File: config.mk
export PLATFORM = sky130hd
export DESIGN_NAME = rational_arithmetic_unit_core
export DESIGN_NICKNAME = d
export VERILOG_FILES = /design/src/rtl/core/rau_pkg.sv /design/src/rtl/core/rau_ctrl.sv /design/src/rtl/core/rau_dp.sv /design/src/rtl/core/rational_arithmetic_unit_core.sv
export SDC_FILE = /design/constraint.sdc
export NUM_CORES = 2
export LEC_CHECK = 0
export ABC_AREA = 1
export BUFFER_PORTS_ARGS = -buffer_cell sky130_fd_sc_hd__buf_2
export CELL_PAD_IN_SITES_DETAIL_PLACEMENT = 0
export CELL_PAD_IN_SITES_GLOBAL_PLACEMENT = 2
export CORE_UTILIZATION = 39
export DETAILED_ROUTE_END_ITERATION = 16
export GPL_ROUTABILITY_DRIVEN = 0
export PLACE_DENSITY_LB_ADDON = 0.1
export RECOVER_POWER = 100
export SETUP_SLACK_MARGIN = 0.02
export SLEW_MARGIN = 25
export SYNTH_ARGS = -nofsm -noshare
export SYNTH_HDL_FRONTEND = slang
export SYNTH_SLANG_ARGS = --single-unit
File: constraint.sdc
create_clock -name clk -period 11.6 [get_ports clk]
set_clock_uncertainty 0.2 [all_clocks]
set_input_delay 0 -clock clk [delete_from_list [all_inputs] [get_ports clk]]
set_output_delay 0 -clock clk [all_outputs]
set_load 0.02 [all_outputs]
File: src/rtl/core/rau_pkg.sv
`default_nettype none
package rau_pkg;

  localparam int NUM_OUT_W = 33;
  localparam int DEN_OUT_W = 31;

  typedef enum logic [1:0] {
    OP_ADD = 2'd0,
    OP_SUB = 2'd1,
    OP_MUL = 2'd2,
    OP_DIV = 2'd3
  } op_t;

  typedef enum logic [1:0] {
    ERR_NONE     = 2'd0,
    ERR_ZERO_DEN = 2'd1,
    ERR_DIV_ZERO = 2'd2
  } err_t;

  typedef enum logic [2:0] {
    ST_IDLE,
    ST_MUL,
    ST_SUM,
    ST_GCD,
    ST_DIV,
    ST_DONE
  } state_t;

  // controller -> datapath
  typedef struct packed {
    logic load;
    logic mul;
    logic sum;
    logic gcd_init;
    logic gcd_step;
    logic div_init;
    logic div_step;
  } ctrl_t;

  // datapath -> controller
  typedef struct packed {
    logic early;
    logic gcd_done;
    logic div_done;
  } stat_t;

endpackage
`default_nettype wire

File: src/rtl/core/rau_ctrl.sv
`default_nettype none
module rau_ctrl
  import rau_pkg::*;
(
  input  wire logic  clk,
  input  wire logic  rst,
  input  wire logic  start,
  output logic       busy,
  output logic       done,
  output ctrl_t      ctrl,
  input  wire stat_t stat
);

  state_t state, state_next;

  always_ff @(posedge clk) begin
    if (rst) state <= ST_IDLE;
    else state <= state_next;
  end

  // next state
  always_comb begin
    state_next = state;
    unique case (state)
      ST_IDLE: if (start) state_next = ST_MUL;
      ST_MUL:  state_next = ST_SUM;
      ST_SUM:  state_next = stat.early ? ST_DONE : ST_GCD;
      ST_GCD:  if (stat.gcd_done) state_next = ST_DIV;
      ST_DIV:  if (stat.div_done) state_next = ST_DONE;
      ST_DONE: state_next = ST_IDLE;
      default: state_next = ST_IDLE;
    endcase
  end

  // outputs
  always_comb begin
    ctrl = '0;
    busy = (state != ST_IDLE);
    done = 1'b0;
    unique case (state)
      ST_IDLE: ctrl.load = start;
      ST_MUL:  ctrl.mul = 1'b1;
      ST_SUM:  begin ctrl.sum = 1'b1; ctrl.gcd_init = 1'b1; end
      ST_GCD:  begin
        ctrl.gcd_step = ~stat.gcd_done;
        ctrl.div_init = stat.gcd_done;
      end
      ST_DIV:  ctrl.div_step = ~stat.div_done;
      ST_DONE: done = 1'b1;
      default: ;
    endcase
  end

endmodule
`default_nettype wire

File: src/rtl/core/rau_dp.sv
`default_nettype none
module rau_dp
  import rau_pkg::*;
#(
  parameter int OPERAND_WIDTH = 16
) (
  input  wire logic                            clk,
  input  wire ctrl_t                           ctrl,
  output stat_t                                stat,
  input  wire logic [1:0]                      operation,
  input  wire logic signed [OPERAND_WIDTH-1:0] a_numerator,
  input  wire logic signed [OPERAND_WIDTH-1:0] a_denominator,
  input  wire logic signed [OPERAND_WIDTH-1:0] b_numerator,
  input  wire logic signed [OPERAND_WIDTH-1:0] b_denominator,
  output logic signed [NUM_OUT_W-1:0]          result_numerator,
  output logic [DEN_OUT_W-1:0]                 result_denominator,
  output logic [1:0]                           error_code
);

  localparam int W  = OPERAND_WIDTH;
  localparam int PW = 2 * W;
  localparam int SW = PW + 1;
  localparam int CW = $clog2(SW + 1);

  // operand magnitudes and signs
  logic [W-1:0] an_m, ad_m, bn_m, bd_m;
  logic         an_s, ad_s, bn_s, bd_s;
  op_t          op;

  function automatic logic [W-1:0] mag(input logic [W-1:0] v);
    return v[W-1] ? (~v + 1'b1) : v;
  endfunction

  always_ff @(posedge clk) begin
    if (ctrl.load) begin
      op   <= op_t'(operation);
      an_m <= mag(a_numerator);   an_s <= a_numerator[W-1];
      ad_m <= mag(a_denominator); ad_s <= a_denominator[W-1];
      bn_m <= mag(b_numerator);
      bn_s <= b_numerator[W-1] ^ (operation == OP_SUB);
      bd_m <= mag(b_denominator); bd_s <= b_denominator[W-1];
    end
  end

  // cross products (straight products for multiply), registered
  logic [PW-1:0] p1, p2, pd;
  logic          p1_s, p2_s, pd_s;
  always_ff @(posedge clk) begin
    if (ctrl.mul) begin
      unique case (op)
        OP_MUL: begin
          p1 <= an_m * bn_m; p1_s <= an_s ^ bn_s;
          p2 <= '0;          p2_s <= 1'b0;
          pd <= ad_m * bd_m; pd_s <= ad_s ^ bd_s;
        end
        OP_DIV: begin
          p1 <= an_m * bd_m; p1_s <= an_s ^ bd_s;
          p2 <= '0;          p2_s <= 1'b0;
          pd <= ad_m * bn_m; pd_s <= ad_s ^ bn_s;
        end
        default: begin
          p1 <= an_m * bd_m; p1_s <= an_s ^ bd_s;
          p2 <= ad_m * bn_m; p2_s <= ad_s ^ bn_s;
          pd <= ad_m * bd_m; pd_s <= ad_s ^ bd_s;
        end
      endcase
    end
  end

  // signed-magnitude sum of the numerator terms
  logic [SW-1:0] sum_m;
  logic          sum_s;
  always_comb begin
    if (p1_s == p2_s) begin
      sum_m = {1'b0, p1} + {1'b0, p2}; sum_s = p1_s;
    end else if (p1 >= p2) begin
      sum_m = {1'b0, p1 - p2}; sum_s = p1_s;
    end else begin
      sum_m = {1'b0, p2 - p1}; sum_s = p2_s;
    end
  end

  logic zero_den, div_zero, early;
  assign zero_den = (ad_m == '0) || (bd_m == '0);
  assign div_zero = (op == OP_DIV) && (bn_m == '0);
  assign early    = zero_den || div_zero || (sum_m == '0);
  assign stat.early = early;

  // result sign: numerator sign flipped by denominator sign
  logic          r_s;
  logic [SW-1:0] num_m, den_m;
  logic [SW-1:0] gx, gy;
  logic [CW-1:0] gk;

  // binary gcd: strip common twos, then subtract-and-shift
  logic gx_even, gy_even;
  assign gx_even = ~gx[0];
  assign gy_even = ~gy[0];
  assign stat.gcd_done = (gy == '0);

  logic [SW-1:0] g;
  assign g = gx << gk;

  always_ff @(posedge clk) begin
    if (ctrl.sum) begin
      num_m <= sum_m;
      den_m <= {1'b0, pd};
      r_s   <= sum_s ^ pd_s;
    end
    if (ctrl.gcd_init) begin
      gx <= sum_m;
      gy <= {1'b0, pd};
      gk <= '0;
    end else if (ctrl.gcd_step) begin
      if (gx_even && gy_even) begin
        gx <= gx >> 1; gy <= gy >> 1; gk <= gk + 1'b1;
      end else if (gx_even) begin
        gx <= gx >> 1;
      end else if (gy_even) begin
        gy <= gy >> 1;
      end else if (gx >= gy) begin
        gx <= gy; gy <= (gx - gy) >> 1;
      end else begin
        gy <= (gy - gx) >> 1;
      end
    end
  end

  // two restoring dividers sharing one counter, one quotient bit a cycle
  logic [SW-1:0] dvs, qn, qd, rn, rd;
  logic [CW-1:0] dcnt;
  logic [SW:0]   rn_t, rd_t;
  assign rn_t = {rn, qn[SW-1]};
  assign rd_t = {rd, qd[SW-1]};
  assign stat.div_done = (dcnt == '0);

  always_ff @(posedge clk) begin
    if (ctrl.div_init) begin
      dvs  <= g;
      qn   <= num_m;
      qd   <= den_m;
      rn   <= '0;
      rd   <= '0;
      dcnt <= CW'(SW);
    end else if (ctrl.div_step) begin
      dcnt <= dcnt - 1'b1;
      if (rn_t >= {1'b0, dvs}) begin
        rn <= SW'(rn_t - {1'b0, dvs}); qn <= {qn[SW-2:0], 1'b1};
      end else begin
        rn <= rn_t[SW-1:0];            qn <= {qn[SW-2:0], 1'b0};
      end
      if (rd_t >= {1'b0, dvs}) begin
        rd <= SW'(rd_t - {1'b0, dvs}); qd <= {qd[SW-2:0], 1'b1};
      end else begin
        rd <= rd_t[SW-1:0];            qd <= {qd[SW-2:0], 1'b0};
      end
    end
  end

  // early result captured at the sum step
  logic          early_q;
  err_t          err_q;
  always_ff @(posedge clk) begin
    if (ctrl.sum) begin
      early_q <= early;
      err_q   <= zero_den ? ERR_ZERO_DEN : (div_zero ? ERR_DIV_ZERO : ERR_NONE);
    end
  end

  logic [SW:0] nsx;
  assign nsx = r_s ? (~{1'b0, qn} + 1'b1) : {1'b0, qn};

  always_comb begin
    error_code = err_q;
    if (early_q) begin
      result_numerator   = '0;
      result_denominator = (err_q == ERR_NONE) ? DEN_OUT_W'(1) : '0;
    end else begin
      result_numerator   = NUM_OUT_W'(nsx);
      result_denominator = DEN_OUT_W'(qd);
    end
  end

endmodule
`default_nettype wire

File: src/rtl/core/rational_arithmetic_unit_core.sv
`default_nettype none
// Channel  | Signals                                        | Handshake
// request  | operation, a_/b_numerator, a_/b_denominator    | start & !busy
// result   | result_numerator, result_denominator, error_code | done, one cycle
//
// Error or zero results skip the gcd and divide steps: multiply, sum, done.
// Otherwise: multiply, sum, binary gcd steps, then 2*OPERAND_WIDTH+1 divide
// steps, done.
// busy is high from acceptance until the done cycle ends.
// Synchronous reset returns the controller to idle. The receiver cannot stall.
module rational_arithmetic_unit_core
  import rau_pkg::*;
#(
  parameter int OPERAND_WIDTH = 16
) (
  input  wire logic                            clk,
  input  wire logic                            rst,
  input  wire logic                            start,
  output logic                                 busy,
  output logic                                 done,
  input  wire logic [1:0]                      operation,
  input  wire logic signed [OPERAND_WIDTH-1:0] a_numerator,
  input  wire logic signed [OPERAND_WIDTH-1:0] a_denominator,
  input  wire logic signed [OPERAND_WIDTH-1:0] b_numerator,
  input  wire logic signed [OPERAND_WIDTH-1:0] b_denominator,
  output logic signed [NUM_OUT_W-1:0]          result_numerator,
  output logic [DEN_OUT_W-1:0]                 result_denominator,
  output logic [1:0]                           error_code
);

  ctrl_t ctrl;
  stat_t stat;

  rau_ctrl u_ctrl (
    .clk  (clk),
    .rst  (rst),
    .start(start),
    .busy (busy),
    .done (done),
    .ctrl (ctrl),
    .stat (stat)
  );

  rau_dp #(.OPERAND_WIDTH(OPERAND_WIDTH)) u_dp (
    .clk               (clk),
    .ctrl              (ctrl),
    .stat              (stat),
    .operation         (operation),
    .a_numerator       (a_numerator),
    .a_denominator     (a_denominator),
    .b_numerator       (b_numerator),
    .b_denominator     (b_denominator),
    .result_numerator  (result_numerator),
    .result_denominator(result_denominator),
    .error_code        (error_code)
  );

endmodule
`default_nettype wire

After elaboration in Yosys (flattened, before gate mapping) --
Cells that the tools add are included.
Storage, ports and cells: bits in registers 484, bits of input ports 69, logic and storage cells 161
Cells by class: $add $sub $neg 14, multipliers 4, magnitude comparators 4, eq/ne operators 14, shift operators 1, mux-type cells 48, bitwise gates (word level) 15, reductions and logical operators 24
Operators with widths (count):
- $mux W33 | 16
- $mux W32 | 8
- $sub A33 B33 Y33 | 4
- $mul A16 B16 Y32 | 4
- $ge A34 B33 Y1 | 2
- $logic_not A33 Y1 | 2
- $add A16 B1 Y16 const B | 4
- $not A16 Y16 | 4
- $sub A32 B32 Y32 | 2
- $mux W15 | 4
- $logic_not A16 Y1 | 3
- $add A32 B32 Y33 | 1
- $add A33 B1 Y33 const B | 1
- $ge A33 B33 Y1 | 1
- $not A33 Y33 | 1
- $shl A33 B6 Y33 | 1
- $ge A32 B32 Y1 | 1
- $mux W31 | 1
- $pmux W3 S5 | 1
- $mux W3 | 4
- $mux W1 | 11
- $ne A4 B4 Y1 const B | 2
- $add A6 B1 Y6 const B | 1
- $eq A3 B2 Y1 const B | 2
- other kinds (21) | 43

Logic depth before layout (Yosys ltp) --
depth after elaboration 7, mapped depth 34

Hierarchy --
A second synthesis with hierarchy kept.
Second synthesis, totals: cell total of the unflattened synthesis 10034, area, all modules 72933.7 um^2
By module, submodules not included:
- rau_dp | instances 1, cells an instance 9993, area each 72676.0 um^2, seq. area each 13633.1 um^2
- rau_ctrl | instances 1, cells an instance 41, area each 257.7 um^2, seq. area each 60.1 um^2

Worst setup path after synthesis --
No wires, ideal clock.
kind flip-flop to flip-flop, from register u_ctrl.state[0], to register u_dp.p1[0], enable pin, library setup time 0.680 ns, arrival 7.129 ns, required time 10.720 ns, path slack 3.591 ns, cell stages (with the launch flop) 3, path buffers 0, clock period less this slack 8.009 ns, cells stage by stage dfxtp_1 -> inv_1 -> nor3_1
Between the ends: word-level cells in the longest chain between the ends 2
RTL lines:
- start: declaration | line rau_ctrl.sv:14 | state_t state, state_next;
- start signal: assignment | line rau_ctrl.sv:18 | else state <= state_next;
- $eq A3 B1 Y1 | line rau_ctrl.sv:40 | unique case (state)
- $mux W1 | line rau_ctrl.sv:40
- end signal: assignment | line rau_dp.sv:52 | p1 <= an_m * bn_m; p1_s <= an_s ^ bn_s;
- end signal: assignment | line rau_dp.sv:57 | p1 <= an_m * bd_m; p1_s <= an_s ^ bd_s;
- end signal: assignment | line rau_dp.sv:62 | p1 <= an_m * bd_m; p1_s <= an_s ^ bd_s;
- end: declaration | line rau_dp.sv:46 | logic [PW-1:0] p1, p2, pd;
No other way between the ends. A chain may end at the register's enable or synchronous reset.

Worst setup path after layout --
from register u_dp.gx[0], to register u_dp.gy[16], data pin
Between the ends: word-level cells in the longest chain between the ends 7
RTL lines:
- start: declaration | line rau_dp.sv:92 | logic [SW-1:0] gx, gy;
- start signal: assignment | line rau_dp.sv:111 | gx <= sum_m;
- start signal: assignment | line rau_dp.sv:116 | gx <= gx >> 1; gy <= gy >> 1; gk <= gk + 1'b1;
- start signal: assignment | line rau_dp.sv:118 | gx <= gx >> 1;
- $sub A33 B33 Y33 (tied with other cells) | line rau_dp.sv:124 | gy <= (gy - gx) >> 1;
- $mux W32 | line rau_dp.sv:121 | end else if (gx >= gy) begin
- $mux W32 | line rau_dp.sv:119 | end else if (gy_even) begin
- $mux W33 | line rau_dp.sv:117 | end else if (gx_even) begin
- $mux W33 (*) | line rau_dp.sv:115 | if (gx_even && gy_even) begin
- $mux W32 (*) | line rau_dp.sv:114 | end else if (ctrl.gcd_step) begin
- $mux W32 (*) | line rau_dp.sv:110 | if (ctrl.gcd_init) begin
- end signal: assignment | line rau_dp.sv:112 | gy <= {1'b0, pd};
- end signal: assignment | line rau_dp.sv:116
- end signal: assignment | line rau_dp.sv:120 | gy <= gy >> 1;
- end: declaration | line rau_dp.sv:92
Mark *: on every way between the ends. The rest lies on a longest branch, timed or not. The select of a mux whose other input is x is not followed.

==> key figures <==
STA
  – Slew Limit Fails: 878
  – Minimum clock period: 8.99 ns
  – Fmax achieved: 0.111 GHz
  – Worst Tran Pin Value: 7.56 ns
  – Final Setup Violations: 0
  – Final Hold Viols: 0
  – Setup_tns: 0 ns
  – Slew Limit Headroom: -404%
  – Period utilisation layout: 77.5%
  – Unrepaired setup endpoints after global routing: no

Place
  – IO buf count: 136
  – Post-DP HPWL: 203000 um

Synthesis
  – Seq cells post-synth: 483
  – Count of cell types in the netlist: 69
  – Fraction of registers with async set/reset: 0%
  – Register area share after synthesis: 19.0%
  – Area share of the largest cell type after synthesis: 21.7%
  – Synth top area cells: fa_1 (22%), edfxtp_1 (17%), nand2_1 (13%)
  – Syn. warnings: 0
  – Post-synth EDFFs: about 400
  – Yosys top cell by area: fa_1
  – Mapped Area: 0.0721 mm^2
  – Ys flop type: edfxtp_1
  – Syn Nets: 11278
  – Synthesized instance count: between 9000 and 10000
  – Synthesized area per cell: 7.38 um^2

Outcome
  – Status: finished, violations left
  – Failing checks: capacitance limit, slew limit

Clocking
  – Worst-path clk slew: 0.05 ns
  – CTS root buffer: clkbuf_16
  – Largest buffer count on any clock path: 3
  – Clock buffer count from CTS: 67
  – CTS tree: built
  – H-Tree Level Count: 3
  – Clock sink total: 483
  – Clk_lat worst skew: 0.72 ns

Routing
  – DR pass1 iterations: 8
  – DR iter-0 viols: 3946
  – DR vias/cell: 5.04
  – Number of vias in the routed layout: 62231
  – Routed len/inst: 21.0 um
  – Antenna viol nets, final: 0
  – Routed wire length: 260000 um
  – Drt drc: 0

Critical path
  – Critical Path AT: 8.98 ns
  – CP peak stage delay: 1.72 ns
  – Startpoint types: flip-flop
  – CP required: between 10 and 15 ns
  – Critical path's slowest cell: clkbuf_1
  – Cell family with most CP delay: buffers and inverters
  – CP Cell Sequence: clkbuf_1 > inv_1 > ha_1 > nor2_2 > nor2_1 > o21ai_0 > a21oi_1 > o21ai_0 > a21oi_1 > o21ai_0 > nand2_1 > nand2_1 > inv_1 > nand2_1 > nand3_1 > o21ai_0 > o21ai_1
  – Worst path most repeated cell: o21ai_0
  – Reg2reg path depth: 17
  – Crit path capture type: flip-flop
  – Instance count on the critical path: 17
  – Crit path kind: flip-flop to flip-flop
  – Max Fanout on Critical Path: 55
  – CP bufs+invs: 3

Min path
  – Hold path depth: 4
  – HP Class: primary input to flip-flop

Global route
  – Total congestion overflow: 0
  – First-pass GRT wire length: 393000 um
  – Overall Global Routing Usage: 27.9%
  – Largest net degree at the start of global routing: ~150
  – Vias in the first global route: 63324
  – Initial antenna violation count: 4

Final layout
  – Fillers: roughly 19000
  – Nets@finish: 11335
  – Area grow syn2layout: 9.08%
  – Layout cell share with drive strength beyond 1: 3.80%

Run
  – Max-cap violations: 20

Floorplanning
  – Die Wd: ~430 um
  – Ports: 137
  – Std cell rows: 157
  – Initial Utilization: 39.3%
  – Die height: ~430 um
  – Core area: ~0.18 mm^2
  – Die ar.: 0.187 mm^2
## synth_stat cells, types with 32 or more instances
master    instances
dfxtp_1          81
ha_1            650
nor2_1          520
nand3_1         281
nand4_1          51
edfxtp_1        402
nand2_1        2567
clkbuf_1        347
inv_1          2141
xnor2_1         115
nor4_1           40
a21oi_1         494
o21ai_0         513
a31oi_1          39
xor2_1          141
o21ai_1          80
fa_1            783
nand2_2          32
nor3_1           64
## final timing paths
kind                            slack, ns             end        startpoint
worst max-delay path                 2.61     u_dp.gy[16]        u_dp.gx[0]
worst min-delay path                 0.05    u_dp.ad_m[1]  a_denominator[1]
worst max register to register       2.61     u_dp.gy[16]        u_dp.gx[0]
worst min register to register       0.26  u_dp.den_m[31]       u_dp.pd[31]
## logic make-up after synthesis
logic type,after synthesis,share of synthesized area (%)
DFF,483,19.0
xor gates and xnor gates,256,3.11
AOI/OAI and AO/OA,1322,10.1
muxes,17,0.236
and+or+nand+nor,3650,20.6
buffers and inverters,2615,14.0
adders and majority gates,1433,33.0
## cells in the final DEF (no fill, tap or decap), types with 21 or more instances in the layout
| cell type | count |
|---|---|
| a21oi_1 | 497 |
| a31oi_1 | 39 |
| buf_2 | 59 |
| buf_4 | 83 |
| clkbuf_1 | 111 |
| clkbuf_16 | 68 |
| dfxtp_1 | 80 |
| dlygate4sd3_1 | 187 |
| edfxtp_1 | 402 |
| fa_1 | 783 |
| ha_1 | 650 |
| inv_1 | 2139 |
| inv_2 | 25 |
| nand2_1 | 2577 |
| nand2_2 | 24 |
| nand3_1 | 281 |
| nand4_1 | 51 |
| nor2_1 | 520 |
| nor3_1 | 66 |
| nor4_1 | 40 |
| o211ai_1 | 21 |
| o21a_1 | 22 |
| o21ai_0 | 555 |
| o21ai_1 | 43 |
| o21bai_1 | 26 |
| or2_2 | 21 |
| xnor2_1 | 114 |
| xor2_1 | 141 |
## state kept, by name (all words and copies together) (netlist names), 16 cells and up
register / flops
u_dp.ad_m: 16
u_dp.an_m: 16
u_dp.bd_m: 16
u_dp.bn_m: 16
u_dp.den_m: 32
u_dp.dvs: 33
u_dp.gx: 33
u_dp.gy: 32
u_dp.num_m: 33
u_dp.p1: 32
u_dp.p2: 32
u_dp.pd: 32
u_dp.qd: 33
u_dp.qn: 33
u_dp.rd: 33
u_dp.rn: 33
## per-layer routing
layer	routed length, um	vias up	GRT usage, %
met5	32	-	0
met4	12100	4	11.3
met3	10600	374	3.00
met2	126000	1432	48.2
met1	111000	30341	35.5
li1	-	30080	-
## what timing repair did
| action | in CTS | in global routing |
|---|---|---|
| endpoints found under the setup margin | 0 | 0 |
| gates resized for setup | 0 | 0 |
| hold endpoints to repair | 96 | 0 |
| hold buffers | 187 | 0 |
| buffers inserted | 0 | 0 |
## layout make-up
class / instances / area, um^2 / area share [%]
multi-input cells: 6678 / 48300 / 61.4
flip-flops and latches: 483 / 13700 / 17.4
inverters: 2173 / 8160 / 10.4
repair buffers: 430 / 3170 / 4.03
well taps: 2464 / 3080 / 3.92
clock buffers: 79 / 1750 / 2.23
clock inverters: 41 / 537 / 0.682
diodes: 2 / 5.00 / 0.00636
## metrics by stage
| step | util, % | instances | cell area (um^2) | hold slack [ns] | setup WS, ns |
|---|---|---|---|---|---|
| 2_1_floorplan | - | 9776 | 72100 | -0.138 | 3.59 |
| 3_3_place_gp | 40.8 | 12041 | 74900 | -0.00748 | 4.42 |
| 3_5_place_dp | 40.8 | 12041 | 74900 | 0.00103 | 4.38 |
| 4_1_cts | 43.1 | 12348 | 79000 | 0.00907 | 4.33 |
| 5_1_grt | 42.9 | 12349 | 78700 | 0.0839 | 2.00 |
| 6_report | 42.9 | 12350 | 78700 | 0.0517 | 2.61 |
## worst register-to-register path: stages, from the launching register on
cell      delay [ns]
edfxtp_1        0.31
clkbuf_1        1.72
inv_1           1.04
ha_1            0.56
nor2_2          0.12
nor2_1          0.12
o21ai_0         0.42
a21oi_1         0.20
o21ai_0         0.44
a21oi_1         0.19
o21ai_0         0.33
nand2_1         0.10
nand2_1         1.04
inv_1           1.03
nand2_1         0.27
nand3_1         0.15
o21ai_0         0.16
o21ai_1         0.09
Power is left out: the tool's default activity adds up to more than one toggle a clock period on the data nets, which glitch-free logic cannot reach.
